`src/rtl/assert_macros.svh`:
```
// Assertion macros shared by the queue manager RTL
`ifndef ASSERT_MACROS_SVH
`define ASSERT_MACROS_SVH

// same-cycle implication
`define TPQ_ASSERT_IMP(lbl, clk, rst_n, ante, cons, msg) \
	lbl: assert property (@(posedge clk) disable iff (!(rst_n)) (ante) |-> (cons)) \
		else $error(msg);

// next-cycle implication
`define TPQ_ASSERT_NXT(lbl, clk, rst_n, ante, cons, msg) \
	lbl: assert property (@(posedge clk) disable iff (!(rst_n)) (ante) |=> (cons)) \
		else $error(msg);

`endif

```
`src/rtl/tpq_pkg.sv`:
```
// Shared types and constants for the two-class priority queue manager
`timescale 1ns / 1ps

package tpq_pkg;

	localparam int CAP_W           = 6;
	localparam int LVL_W           = 6;
	localparam int IN_TAG_W        = 32;
	localparam int OUT_TAG_W       = 32;
	localparam int STAT_W          = 32;
	localparam int CFG_IDX_W       = 1;
	localparam int QUEUE_DEPTH_DEF = 32;
	localparam int TAG_BITS_DEF    = 32;

	localparam logic [CAP_W-1:0] CAP_RESET = 6'd32;

	localparam logic MODE_ARRIVE = 1'b0;
	localparam logic MODE_TICK   = 1'b1;
	localparam logic CLASS_HIGH  = 1'b0;
	localparam logic CLASS_LOW   = 1'b1;

	localparam logic [CFG_IDX_W-1:0] REG_HIGH_CAP = 1'b0;
	localparam logic [CFG_IDX_W-1:0] REG_LOW_CAP  = 1'b1;

	typedef enum logic [1:0] {
		OP_ARRIVE_HIGH = 2'd0,
		OP_ARRIVE_LOW  = 2'd1,
		OP_TICK        = 2'd2
	} op_kind_t;

	typedef struct packed {
		op_kind_t              kind;
		logic [IN_TAG_W-1:0]   tag;
	} op_t;

	typedef struct packed {
		logic arrive;
		logic deq;
	} cls_ctl_t;

	typedef struct packed {
		logic room;
		logic nonempty;
	} cls_flags_t;

endpackage

```
`src/rtl/two_class_priority_queue_tail_drop.sv`:
```
// Top level of the two-class strict-priority output queue with tail drop
`timescale 1ns / 1ps

// Takes one beat per clock while in_ready is high, either a packet arrival
// or a service tick, and returns one result beat for each. Sustained rate
// is one beat per cycle while out_ready stays high. A taken beat waits in
// the two-entry front buffer, and the execute step then updates the class
// FIFO and loads the result register that drives out_valid. The execute
// step is the single point where pointers, fills, sums and counts change,
// so the tick priority decision always sees the previous beat's state.
// Each class store is a memory with one write and one registered read
// port; it is not cleared after reset. The user must write the high and
// low capacities through the cfg port only while no beat is in flight;
// the block itself does not enforce this.
module two_class_priority_queue_tail_drop import tpq_pkg::*; #(
	parameter int QUEUE_DEPTH = QUEUE_DEPTH_DEF,
	parameter int TAG_BITS    = TAG_BITS_DEF
) (
	input  logic                  clk,
	input  logic                  arst_n,
	input  logic                  cfg_wr_en,
	input  logic [CFG_IDX_W-1:0]  cfg_index,
	input  logic [CAP_W-1:0]      cfg_data,
	input  logic                  in_valid,
	output logic                  in_ready,
	input  logic                  mode,
	input  logic                  packet_class,
	input  logic [IN_TAG_W-1:0]   packet_tag,
	output logic                  out_valid,
	input  logic                  out_ready,
	output logic                  accepted,
	output logic                  dropped,
	output logic                  sent,
	output logic                  sent_class,
	output logic [OUT_TAG_W-1:0]  sent_tag,
	output logic [LVL_W-1:0]      high_level,
	output logic [LVL_W-1:0]      low_level,
	output logic [STAT_W-1:0]     high_level_sum,
	output logic [STAT_W-1:0]     high_samples,
	output logic [STAT_W-1:0]     low_level_sum,
	output logic [STAT_W-1:0]     low_samples
);

	logic op_valid;
	logic op_ready;
	op_t  op;

	tpq_front u_front (
		.clk          (clk),
		.arst_n       (arst_n),
		.in_valid     (in_valid),
		.in_ready     (in_ready),
		.mode         (mode),
		.packet_class (packet_class),
		.packet_tag   (packet_tag),
		.op_valid     (op_valid),
		.op           (op),
		.op_ready     (op_ready)
	);

	tpq_back #(
		.QUEUE_DEPTH (QUEUE_DEPTH),
		.TAG_BITS    (TAG_BITS)
	) u_back (
		.clk            (clk),
		.arst_n         (arst_n),
		.cfg_wr_en      (cfg_wr_en),
		.cfg_index      (cfg_index),
		.cfg_data       (cfg_data),
		.op_valid       (op_valid),
		.op             (op),
		.op_ready       (op_ready),
		.out_valid      (out_valid),
		.out_ready      (out_ready),
		.accepted       (accepted),
		.dropped        (dropped),
		.sent           (sent),
		.sent_class     (sent_class),
		.sent_tag       (sent_tag),
		.high_level     (high_level),
		.low_level      (low_level),
		.high_level_sum (high_level_sum),
		.high_samples   (high_samples),
		.low_level_sum  (low_level_sum),
		.low_samples    (low_samples)
	);

endmodule

```
`src/rtl/tpq_front.sv`:
```
// Front end: accepts beats, classifies them and buffers them for the back end
`timescale 1ns / 1ps
`include "assert_macros.svh"

module tpq_front import tpq_pkg::*; (
	input  logic                clk,
	input  logic                arst_n,
	input  logic                in_valid,
	output logic                in_ready,
	input  logic                mode,
	input  logic                packet_class,
	input  logic [IN_TAG_W-1:0] packet_tag,
	output logic                op_valid,
	output op_t                 op,
	input  logic                op_ready
);

	localparam int SLOTS = 2;

	op_t        slot_q [SLOTS];
	logic       wptr_q;
	logic       rptr_q;
	logic [1:0] cnt_q;
	logic       push;
	logic       pop;
	op_t        op_in;

	always_comb begin
		op_in.tag = packet_tag;
		if (mode == MODE_TICK) begin
			op_in.kind = OP_TICK;
		end else if (packet_class == CLASS_HIGH) begin
			op_in.kind = OP_ARRIVE_HIGH;
		end else begin
			op_in.kind = OP_ARRIVE_LOW;
		end
	end

	assign in_ready = cnt_q != 2'(SLOTS);
	assign op_valid = cnt_q != 2'd0;
	assign op       = slot_q[rptr_q];
	assign push     = in_valid && in_ready;
	assign pop      = op_valid && op_ready;

	always_ff @(posedge clk) begin
		if (push) begin
			slot_q[wptr_q] <= op_in;
		end
	end

	always_ff @(posedge clk or negedge arst_n) begin
		if (!arst_n) begin
			wptr_q <= 1'b0;
			rptr_q <= 1'b0;
			cnt_q  <= 2'd0;
		end else begin
			if (push) begin
				wptr_q <= ~wptr_q;
			end
			if (pop) begin
				rptr_q <= ~rptr_q;
			end
			if (push && !pop) begin
				cnt_q <= cnt_q + 2'd1;
			end else if (pop && !push) begin
				cnt_q <= cnt_q - 2'd1;
			end
		end
	end

	`TPQ_ASSERT_IMP(a_cnt_bound, clk, arst_n, 1'b1, cnt_q <= 2'(SLOTS), "front queue overflow")

endmodule

```
`src/rtl/tpq_class.sv`:
```
// One class FIFO: tag store, pointers, fill, occupancy sum and arrival count
`timescale 1ns / 1ps
`include "assert_macros.svh"

module tpq_class import tpq_pkg::*; #(
	parameter int QUEUE_DEPTH = QUEUE_DEPTH_DEF,
	parameter int TAG_BITS    = TAG_BITS_DEF
) (
	input  logic                                 clk,
	input  logic                                 arst_n,
	input  logic [CAP_W-1:0]                     cap,
	input  cls_ctl_t                             ctl,
	input  logic [IN_TAG_W-1:0]                  tag,
	output cls_flags_t                           flags,
	output logic [$clog2(QUEUE_DEPTH+1)-1:0]     fill,
	output logic [STAT_W-1:0]                    sum,
	output logic [STAT_W-1:0]                    count,
	output logic [TAG_BITS-1:0]                  rd_data
);

	localparam int AW = $clog2(QUEUE_DEPTH);
	localparam int FW = $clog2(QUEUE_DEPTH + 1);
	localparam int CW = (FW > CAP_W) ? FW : CAP_W;

	logic [TAG_BITS-1:0] mem [QUEUE_DEPTH];
	logic [TAG_BITS-1:0] rd_q;
	logic [AW-1:0]       head_q;
	logic [AW-1:0]       tail_q;
	logic [FW-1:0]       fill_q;
	logic [STAT_W-1:0]   sum_q;
	logic [STAT_W-1:0]   count_q;
	logic [CW-1:0]       cap_eff;
	logic [CW-1:0]       fill_ext;
	logic [CW-1:0]       addend;
	logic [STAT_W:0]     sum_wide;
	logic [63:0]         tag_wide;
	logic                push;

	always_comb begin
		fill_ext       = CW'(fill_q);
		cap_eff        = (CW'(cap) > CW'(QUEUE_DEPTH)) ? CW'(QUEUE_DEPTH) : CW'(cap);
		flags.room     = fill_ext < cap_eff;
		flags.nonempty = fill_q != '0;
		push           = ctl.arrive && flags.room;
		addend         = flags.room ? fill_ext + CW'(1) : cap_eff;
		sum_wide       = {1'b0, sum_q} + (STAT_W+1)'(addend);
		tag_wide       = 64'(tag);
	end

	always_ff @(posedge clk) begin
		if (push) begin
			mem[tail_q] <= tag_wide[TAG_BITS-1:0];
		end
		if (ctl.deq) begin
			rd_q <= mem[head_q];
		end
	end

	always_ff @(posedge clk or negedge arst_n) begin
		if (!arst_n) begin
			head_q  <= '0;
			tail_q  <= '0;
			fill_q  <= '0;
			sum_q   <= '0;
			count_q <= '0;
		end else begin
			if (ctl.arrive) begin
				sum_q <= sum_wide[STAT_W] ? '1 : sum_wide[STAT_W-1:0];
				if (count_q != '1) begin
					count_q <= count_q + STAT_W'(1);
				end
			end
			if (push) begin
				tail_q <= (tail_q == AW'(QUEUE_DEPTH - 1)) ? '0 : tail_q + AW'(1);
				fill_q <= fill_q + FW'(1);
			end else if (ctl.deq) begin
				head_q <= (head_q == AW'(QUEUE_DEPTH - 1)) ? '0 : head_q + AW'(1);
				fill_q <= fill_q - FW'(1);
			end
		end
	end

	assign fill    = fill_q;
	assign sum     = sum_q;
	assign count   = count_q;
	assign rd_data = rd_q;

	`TPQ_ASSERT_IMP(a_fill_bound, clk, arst_n, 1'b1, fill_q <= FW'(QUEUE_DEPTH), "fill past depth")
	`TPQ_ASSERT_IMP(a_deq_nonempty, clk, arst_n, ctl.deq, fill_q != '0, "dequeue from empty")
	`TPQ_ASSERT_NXT(a_push_fill, clk, arst_n, push, fill_q == $past(fill_q) + FW'(1), "fill not bumped")

endmodule

```
`src/rtl/tpq_back.sv`:
```
// Back end: capacity registers, strict-priority execute and result register
`timescale 1ns / 1ps
`include "assert_macros.svh"

module tpq_back import tpq_pkg::*; #(
	parameter int QUEUE_DEPTH = QUEUE_DEPTH_DEF,
	parameter int TAG_BITS    = TAG_BITS_DEF
) (
	input  logic                  clk,
	input  logic                  arst_n,
	input  logic                  cfg_wr_en,
	input  logic [CFG_IDX_W-1:0]  cfg_index,
	input  logic [CAP_W-1:0]      cfg_data,
	input  logic                  op_valid,
	input  op_t                   op,
	output logic                  op_ready,
	output logic                  out_valid,
	input  logic                  out_ready,
	output logic                  accepted,
	output logic                  dropped,
	output logic                  sent,
	output logic                  sent_class,
	output logic [OUT_TAG_W-1:0]  sent_tag,
	output logic [LVL_W-1:0]      high_level,
	output logic [LVL_W-1:0]      low_level,
	output logic [STAT_W-1:0]     high_level_sum,
	output logic [STAT_W-1:0]     high_samples,
	output logic [STAT_W-1:0]     low_level_sum,
	output logic [STAT_W-1:0]     low_samples
);

	localparam int FW = $clog2(QUEUE_DEPTH + 1);
	localparam int CW = (FW > LVL_W) ? FW : LVL_W;

	logic [CAP_W-1:0]    hi_cap_q;
	logic [CAP_W-1:0]    lo_cap_q;
	cls_ctl_t            hi_ctl;
	cls_ctl_t            lo_ctl;
	cls_flags_t          hi_flags;
	cls_flags_t          lo_flags;
	logic [FW-1:0]       hi_fill;
	logic [FW-1:0]       lo_fill;
	logic [TAG_BITS-1:0] hi_rd;
	logic [TAG_BITS-1:0] lo_rd;
	logic [TAG_BITS-1:0] rd_sel;
	logic [63:0]         rd_wide;
	logic [CW-1:0]       hi_lvl_ext;
	logic [CW-1:0]       lo_lvl_ext;
	logic                fire;
	logic                acc_d;
	logic                drp_d;
	logic                valid_q;
	logic                accepted_q;
	logic                dropped_q;
	logic                sent_q;
	logic                sent_class_q;

	always_ff @(posedge clk or negedge arst_n) begin
		if (!arst_n) begin
			hi_cap_q <= CAP_RESET;
			lo_cap_q <= CAP_RESET;
		end else if (cfg_wr_en) begin
			unique case (cfg_index)
				REG_HIGH_CAP: hi_cap_q <= cfg_data;
				REG_LOW_CAP:  lo_cap_q <= cfg_data;
				default: ;
			endcase
		end
	end

	assign op_ready = !valid_q || out_ready;
	assign fire     = op_valid && op_ready;

	always_comb begin
		hi_ctl = '0;
		lo_ctl = '0;
		unique case (op.kind)
			OP_ARRIVE_HIGH: hi_ctl.arrive = fire;
			OP_ARRIVE_LOW:  lo_ctl.arrive = fire;
			OP_TICK: begin
				hi_ctl.deq = fire && hi_flags.nonempty;
				lo_ctl.deq = fire && !hi_flags.nonempty && lo_flags.nonempty;
			end
			default: ;
		endcase
		acc_d = (hi_ctl.arrive && hi_flags.room) || (lo_ctl.arrive && lo_flags.room);
		drp_d = (hi_ctl.arrive && !hi_flags.room) || (lo_ctl.arrive && !lo_flags.room);
	end

	tpq_class #(
		.QUEUE_DEPTH (QUEUE_DEPTH),
		.TAG_BITS    (TAG_BITS)
	) u_high (
		.clk     (clk),
		.arst_n  (arst_n),
		.cap     (hi_cap_q),
		.ctl     (hi_ctl),
		.tag     (op.tag),
		.flags   (hi_flags),
		.fill    (hi_fill),
		.sum     (high_level_sum),
		.count   (high_samples),
		.rd_data (hi_rd)
	);

	tpq_class #(
		.QUEUE_DEPTH (QUEUE_DEPTH),
		.TAG_BITS    (TAG_BITS)
	) u_low (
		.clk     (clk),
		.arst_n  (arst_n),
		.cap     (lo_cap_q),
		.ctl     (lo_ctl),
		.tag     (op.tag),
		.flags   (lo_flags),
		.fill    (lo_fill),
		.sum     (low_level_sum),
		.count   (low_samples),
		.rd_data (lo_rd)
	);

	always_ff @(posedge clk or negedge arst_n) begin
		if (!arst_n) begin
			valid_q <= 1'b0;
		end else if (fire) begin
			valid_q <= 1'b1;
		end else if (out_ready) begin
			valid_q <= 1'b0;
		end
	end

	always_ff @(posedge clk) begin
		if (fire) begin
			accepted_q   <= acc_d;
			dropped_q    <= drp_d;
			sent_q       <= hi_ctl.deq || lo_ctl.deq;
			sent_class_q <= lo_ctl.deq;
		end
	end

	// class state only moves on fire, so it already reflects the waiting beat
	always_comb begin
		rd_sel     = sent_class_q ? lo_rd : hi_rd;
		rd_wide    = 64'(rd_sel);
		hi_lvl_ext = CW'(hi_fill);
		lo_lvl_ext = CW'(lo_fill);
	end

	assign out_valid  = valid_q;
	assign accepted   = accepted_q;
	assign dropped    = dropped_q;
	assign sent       = sent_q;
	assign sent_class = sent_class_q;
	assign sent_tag   = sent_q ? rd_wide[OUT_TAG_W-1:0] : '0;
	assign high_level = hi_lvl_ext[LVL_W-1:0];
	assign low_level  = lo_lvl_ext[LVL_W-1:0];

	`TPQ_ASSERT_IMP(a_no_fire_stalled, clk, arst_n, valid_q && !out_ready, !fire, "overwrite of held beat")
	`TPQ_ASSERT_IMP(a_result_onehot, clk, arst_n, valid_q, $onehot0({accepted_q, dropped_q, sent_q}), "mixed result flags")

endmodule

```
`config.mk`:
```
export PLATFORM = sky130hd
export DESIGN_NAME = two_class_priority_queue_tail_drop
export DESIGN_NICKNAME = d
export VERILOG_FILES = /design/src/rtl/tpq_pkg.sv /design/src/rtl/two_class_priority_queue_tail_drop.sv /design/src/rtl/tpq_front.sv /design/src/rtl/tpq_class.sv /design/src/rtl/tpq_back.sv
export VERILOG_INCLUDE_DIRS = /design/src /design/src/rtl
export SDC_FILE = /design/constraint.sdc
export NUM_CORES = 2
export LEC_CHECK = 0
export BUFFER_PORTS_ARGS = -buffer_cell sky130_fd_sc_hd__buf_2
export CAP_MARGIN = 20
export CORE_AREA = 2 2 463 465
export DETAILED_ROUTE_END_ITERATION = 10
export DIE_AREA = 0 0 465 467
export GPL_TIMING_DRIVEN = 1
export PLACE_DENSITY = 0.61
export SYNTH_ARGS = -nofsm -noshare
export SYNTH_HDL_FRONTEND = slang
export SYNTH_SLANG_ARGS = --single-unit
```
`constraint.sdc`:
```
create_clock -name clk -period 6.35 [get_ports clk]
set_clock_uncertainty 0.05 [all_clocks]
set_input_delay 0.3175 -clock clk [delete_from_list [all_inputs] [get_ports clk]]
set_output_delay 0.3175 -clock clk [all_outputs]
set_load 0.02 [all_outputs]
```
After elaboration in Yosys (flattened, before gate mapping)
Memory sizes are Yosys's and may differ from the RTL's. A register that Yosys moved wholly into a read port is not among the register bits.
Index checks and enable logic that the tools add are counted.
Widths: inputs -> output; s select.
- bits in registers: 181
- bits in writable memories: 2116
- input port bits: 46
- output and inout port bits: 178
- memories kept: 3
- $add $sub $neg: 14
- order comparisons: 4
- eq/ne operators: 9
- multiplexer cells: 32
- bitwise operators: 5
- reductions and logical operators: 35
- memory list (name ; depth ; bits a word ; rd ports ; clocked after memory_dff ; wr ports ; line ; text):
    u_back.u_high.mem ; 32 ; 32 ; 1 ; 1 ; 1 ; tpq_class.sv:25 ; logic [TAG_BITS-1:0] mem [QUEUE_DEPTH];
    u_back.u_low.mem ; 32 ; 32 ; 1 ; 1 ; 1 ; tpq_class.sv:25 ;
    u_front.slot_q ; 2 ; 34 ; 1 ; 0 ; 1 ; tpq_front.sv:20 ; op_t slot_q [SLOTS];
- operators by type and width (operator ; count):
    $mux 32 ; 4
    $add 32x6->33 ; 2
    $add 32x1->32 const B ; 2
    $ne 32x32->1 const B ; 2
    $mux 6 ; 8
    $add 5x1->5 const B ; 4
    $eq 5x5->1 const B ; 4
    $mux 5 ; 4
    $mux 1 ; 13
    $add 6x1->6 const B ; 2
    $gt 6x6->1 const B ; 2
    $lt 6x6->1 ; 2
    $reduce_and 2->1 ; 6
    $reduce_bool 6->1 ; 2
    $sub 6x1->6 const B ; 2
    $logic_and 1x1->1 ; 11
    $reduce_bool 2->1 ; 5
    $logic_not 1->1 ; 6
    $mux 2 ; 3
    $not 1->1 ; 5
    $logic_or 1x1->1 ; 4
    $add 2x1->2 const B ; 1
    $eq 2x1->1 const B ; 1
    $eq 2x2->1 const B ; 1
    other kinds (3) ; 3

Longest topological paths before layout
- word-level depth: 8
- mapped depth: 18
- mapped depth without buffers: 16

Modules after synthesis
Synthesis repeated with hierarchy kept, for this count alone.
- cells, all modules: 4413
- area total of the unflattened synthesis: 93400.8 µm²
- modules (own cells, without submodules) (module ; instances ; cells an instance ; area an instance (µm²) ; seq. area each (µm²)):
    tpq_class (u_back.u_low) ; 1 ; 2078 ; 44687.9 ; 33712.3
    tpq_class (u_back.u_high) ; 1 ; 2090 ; 44604.0 ; 33712.3
    tpq_front ; 1 ; 125 ; 2805.2 ; 2142.1
    tpq_back ; 1 ; 120 ; 1303.8 ; 447.9

Worst setup path after synthesis
Ideal clock, no wire load.
- path type: register to register
- from: reg u_back.hi_cap_q[5]
- to: mem u_back.u_high.mem[3][0] in the netlist's numbering, enable pin
- library setup time: 0.502 ns
- arrival time: 5.079 ns
- slack: 0.720 ns
- stages on the path, launching flop included: 10
- path buffers: 1
- period minus slack after synthesis: 5.630 ns
- cell sequence: dfstp_2 -> inv_1 -> nand2_1 -> ha_1 -> a21oi_1 -> o21ai_0 -> nor3_2 -> clkbuf_1 -> nand2_1 -> nor4_1
- word-level cells in the longest chain between the ends: 6
- RTL lines (what ; line ; text):
    start: declaration ; tpq_back.sv:35 ; logic [CAP_W-1:0] hi_cap_q;
    start signal: assignment ; tpq_back.sv:64 ; REG_HIGH_CAP: hi_cap_q <= cfg_data;
    $gt 6x6->1 ; tpq_class.sv:41 ; cap_eff = (CW'(cap) > CW'(QUEUE_DEPTH)) ? CW'(QUEUE_DEPTH) : CW'(cap);
    $mux 6 (*) ; tpq_class.sv:41 ;
    $lt 6x6->1 (*) ; tpq_class.sv:42 ; flags.room = fill_ext < cap_eff;
    $logic_and 1x1->1 (*) ; tpq_class.sv:44 ; push = ctl.arrive && flags.room;
    $mux 1 (*) ; tpq_class.sv:51 ; if (push) begin
    $mux 1 (implied by the code) (*) ; tpq_class.sv:52 ; mem[tail_q] <= tag_wide[TAG_BITS-1:0];
    end: declaration ; tpq_class.sv:25 ;
Every way passes the cells marked *; elsewhere a longest branch is shown, timed or not.

Final worst setup path
- from: reg u_back.lo_cap_q[5]
- to: reg u_back.u_low.sum_q[11] (netlist: u_back.u_low.sum[11])
- word-level cells in the longest chain between the ends: 6
- RTL lines (what ; line ; text):
    start: declaration ; tpq_back.sv:36 ; logic [CAP_W-1:0] lo_cap_q;
    start signal: assignment ; tpq_back.sv:65 ; REG_LOW_CAP: lo_cap_q <= cfg_data;
    $gt 6x6->1 ; tpq_class.sv:41 ;
    $mux 6 (*) ; tpq_class.sv:41 ;
    $lt 6x6->1 ; tpq_class.sv:42 ;
    $mux 6 (*) ; tpq_class.sv:45 ; addend = flags.room ? fill_ext + CW'(1) : cap_eff;
    $add 32x6->33 (*) ; tpq_class.sv:46 ; sum_wide = {1'b0, sum_q} + (STAT_W+1)'(addend);
    $mux 32 (*) ; tpq_class.sv:68 ; sum_q <= sum_wide[STAT_W] ? '1 : sum_wide[STAT_W-1:0];
    end signal: assignment ; tpq_class.sv:68 ;
    end: declaration ; tpq_class.sv:30 ; logic [STAT_W-1:0] sum_q;
Marked as above.
A chain may end at the register's enable or synchronous reset.

==> Flow_metrics.wiki <==
{| class="wikitable"
! Metric !! Value
|-
| Antenna violation net count after detailed routing || 0
|-
| Antenna violations before repair || 10
|-
| Dominant combinational cell family by area after synthesis || multiplexers
|-
| TritonCTS clock tree || yes
|-
| CP Class || reg2reg
|-
| Number of H-tree branching levels || 4
|-
| Minimum clock period after layout || 5.23 ns
|-
| Synthesized instance count || 4423
|-
| Top cells by instance count after synthesis || edfxtp_1, mux4_2, dfrtp_1, mux2i_1, clkbuf_1
|-
| Area fraction in and, or, nand and nor cells after synthesis || 3.27%
|-
| Most used standard cell by instance count after synthesis || edfxtp_1
|-
| GRT Total Usage || 21.0%
|-
| Global-route wire length before repair || 331000 um
|-
| Slew of the pin with the lowest slew margin || 1.08 ns
|-
| Final #Nets || 4941
|-
| Power density of the placed cells || 429 nW/um^2
|-
| Critical path required time || 7.05 ns
|-
| CP delay by family, top || simple AND/OR/NAND/NOR gates
|-
| Mean number of vias per cell || 5.85
|-
| Distinct cell type count after synthesis || 72
|-
| Area share of the leading cell type in the synthesized netlist || 70.6%
|-
| Cell taking the most area after synthesis || edfxtp_1
|-
| Worst-Skew Late Latency || 0.87 ns
|-
| Detailed-routed wire length on met2 || 108000 um
|-
| Clock tree root driver cell || clkbuf_16
|-
| Parity-gate share of the synthesized area counting xor and xnor cells || 0.887%
|-
| Port-buffer cells || 223
|-
| Clock-pin slew reported for the worst setup and hold paths after clock tree synthesis || 0.06 ns
|-
| Effective utilization at floorplan || 43.9%
|-
| Slowest cell on the critical path || nand3_1
|-
| Number of flops mapped to enable cells by yosys || 2184
|-
| Total vias in the final route || 46025
|-
| First-pass iteration count of the detailed router || 7
|-
| Critical path buffer and inverter count || 2
|-
| Core region area || 212000 um^2
|-
| Reported leakage power || 34.2 nW
|-
| Share of synthesized area occupied by flip-flops and latches || 75.4%
|-
| Largest net degree at the start of global routing || 118
|-
| Site Rows || 169
|-
| Setup repair after global routing missed its margin || no
|-
| Postcts setup bufs || 0
|-
| Top-level port count || 224
|-
| Initial DRC count || 5305
|-
| Area grow syn2layout || 14.3%
|-
| Layout cell share with drive strength beyond 1 || 27.9%
|-
| Synth Area in Adders || 0.649%
|-
| Worst-path maximum fanout || 23
|-
| Arrival @ worst endpoint || 5.93 ns
|-
| Setup tns final || 0 ns
|-
| Power consumption || 45.5 mW
|-
| Final Wtd Congestion || 0.858
|-
| Number of slew-limit violations in the final report || 0
|-
| Number of clock buffers inserted by TritonCTS || 227
|-
| Area of the mapped netlist || 92900 um^2
|-
| Multiplexer share of the synthesized area || 16.4%
|-
| YS warnings || 0
|-
| Longest individual stage delay on the worst path || 0.84 ns
|-
| Mean area per synthesized cell || 21.0 um^2
|-
| DRC violations left || 0
|-
| Top cells by area in the synthesized netlist || edfxtp_1, mux4_2, dfrtp_1
|-
| Outcome || finished clean
|-
| Per-cell routed wire length || 29.1 um
|-
| Hpwl dp || 133000 um
|-
| Congestion Overflow GR || 0
|-
| CTS Buffer Depth || 3
|-
| Met3 wire length || 16700 um
|-
| Timing-limited maximum frequency || 0.191 GHz
|-
| DIE WIDTH || 465 um
|-
| Largest regs || u_back.u_high.mem x1024, u_back.u_low.mem x1024, u_front.slot_q x68
|-
| # clock sinks || 2361
|-
| Final std cells w/o fill || 7862
|-
| Placed Cells incl. Taps || 7381
|-
| Die Outline Area || 217000 um^2
|-
| Slew margin rel. || 28.0%
|-
| Max layer used || met5
|-
| Final worst path period share || 82.4%
|-
| Ys flop type || edfxtp_1
|-
| DIE HEIGHT || 467 um
|-
| Class of the worst hold path || in2reg
|-
| Complex-gate fraction of the synthesized area || 2.32%
|-
| Length of routed wiring on met1 || 99300 um
|-
| Vias in the first global route || 45962
|-
| Total of endpoints with negative setup slack in the final report || 0
|-
| Category of the worst setup path capture point || flop
|-
| Fraction of registers with async set/reset || 7.50%
|-
| Aggregate routed wire length || 229000 um
|-
| Max-cap check violation count || 0
|-
| Net count after synthesis || 4516
|-
| Ordered cell list for the critical path || inv_1, nand2_1, ha_1, a211oi_1, nor2_1, or3_1, nor2_1, a31o_2, ha_1, inv_1, fa_1, nor2b_1, o31ai_1, a21oi_1, nand3_1, a41oi_1
|-
| Post-synthesis register bit count || 2361
|-
| Number of hold violations in the final report || 0
|-
| Sort of element at the start of the critical path || flop
|-
| Maximum VDD drop || 0.000484 V
|}
final cells by class:
cell class	instances	area, um^2
Tap cell	2821	3530
Clock inverter	138	1120
Antenna cell	8	20.0
Sequential cell	2361	70000
Fill cell	16715	106000
Multi-Input combinational cell	1806	22300
Clock buffer	276	5950
Inverter	41	154
Timing Repair Buffer	411	3080
per-stage QoR:
stage	utilization [%]	worst slack, ns	area [um^2]	hold WS (ns)
2_1_floorplan	-	0.720	92900	-0.0281
3_3_place_gp	46.4	1.25	98200	0.342
3_5_place_dp	46.5	1.15	98400	0.339
4_1_cts	50.1	1.14	106000	0.0600
5_1_grt	50.1	0.695	106000	0.0980
6_report	50.2	1.12	106000	0.140
where the power goes:
group | internal (mW) | switching [mW] | leakage [nW]
combinational | 4.72 | 7.84 | 8.80
clock | 7.24 | 5.71 | 3.45
sequential | 19.4 | 0.675 | 21.9
total | 31.3 | 14.2 | 34.2
cell usage in the layout (no fill, tap or decap), types with 45 or more instances in the layout:
master,count
a22oi_1,69
buf_2,222
buf_4,111
clkbuf_16,230
clkinv_1,55
clkinv_2,46
dfrtp_1,164
dlygate4sd3_1,51
edfxtp_1,2184
ha_1,45
mux2_2,50
mux2i_1,164
mux4_2,576
nand2_1,116
nand3_1,86
nor2_1,62
nor2_4,49
o21a_1,69
xnor2_1,45
xor2_1,49
routing by layer:
metal | GRT usage, % | up-vias
li1 | - | 19271
met1 | 31.0 | 24619
met2 | 32.7 | 1836
met3 | 3.51 | 295
met4 | 5.31 | 4
met5 | 0 | -
repair_timing:
item	in CTS	in global routing
resized for setup	0	0
hold buffers	52	0
hold endpoints to repair	167	0
final timing paths:
kind | start | endpoint | slack (ns) | cells after the start
max in group asynchronous | arst_n | u_back.u_low.count[30] | 4.66 | 4
min in group asynchronous | arst_n | u_back.lo_cap_q[0] | 0.45 | 3
hold reg to reg | u_back.u_high.count[19] | u_back.u_high.count[19] | 0.44 | 1
hold / removal | packet_tag[23] | u_front.slot_q[0][23] | 0.14 | 2
setup reg to reg | u_back.lo_cap_q[5] | u_back.u_low.sum[11] | 1.12 | 16
setup / recovery | u_back.lo_cap_q[5] | u_back.u_low.sum[11] | 1.12 | 16
logic make-up (layout without fill, tap and decap cells):
group                      count (synthesis)  after routing
xor gates and xnor gates                  94             94
DFF                                     2361           2361
and+or+nand+nor                          579            579
other                                      0              8
AOI/OAI and AO/OA                        294            294
muxes                                    792            792
buffers and inverters                    256            866
adders and majority gates                 47             47
Note: power is estimated with default switching activity, not from simulation.
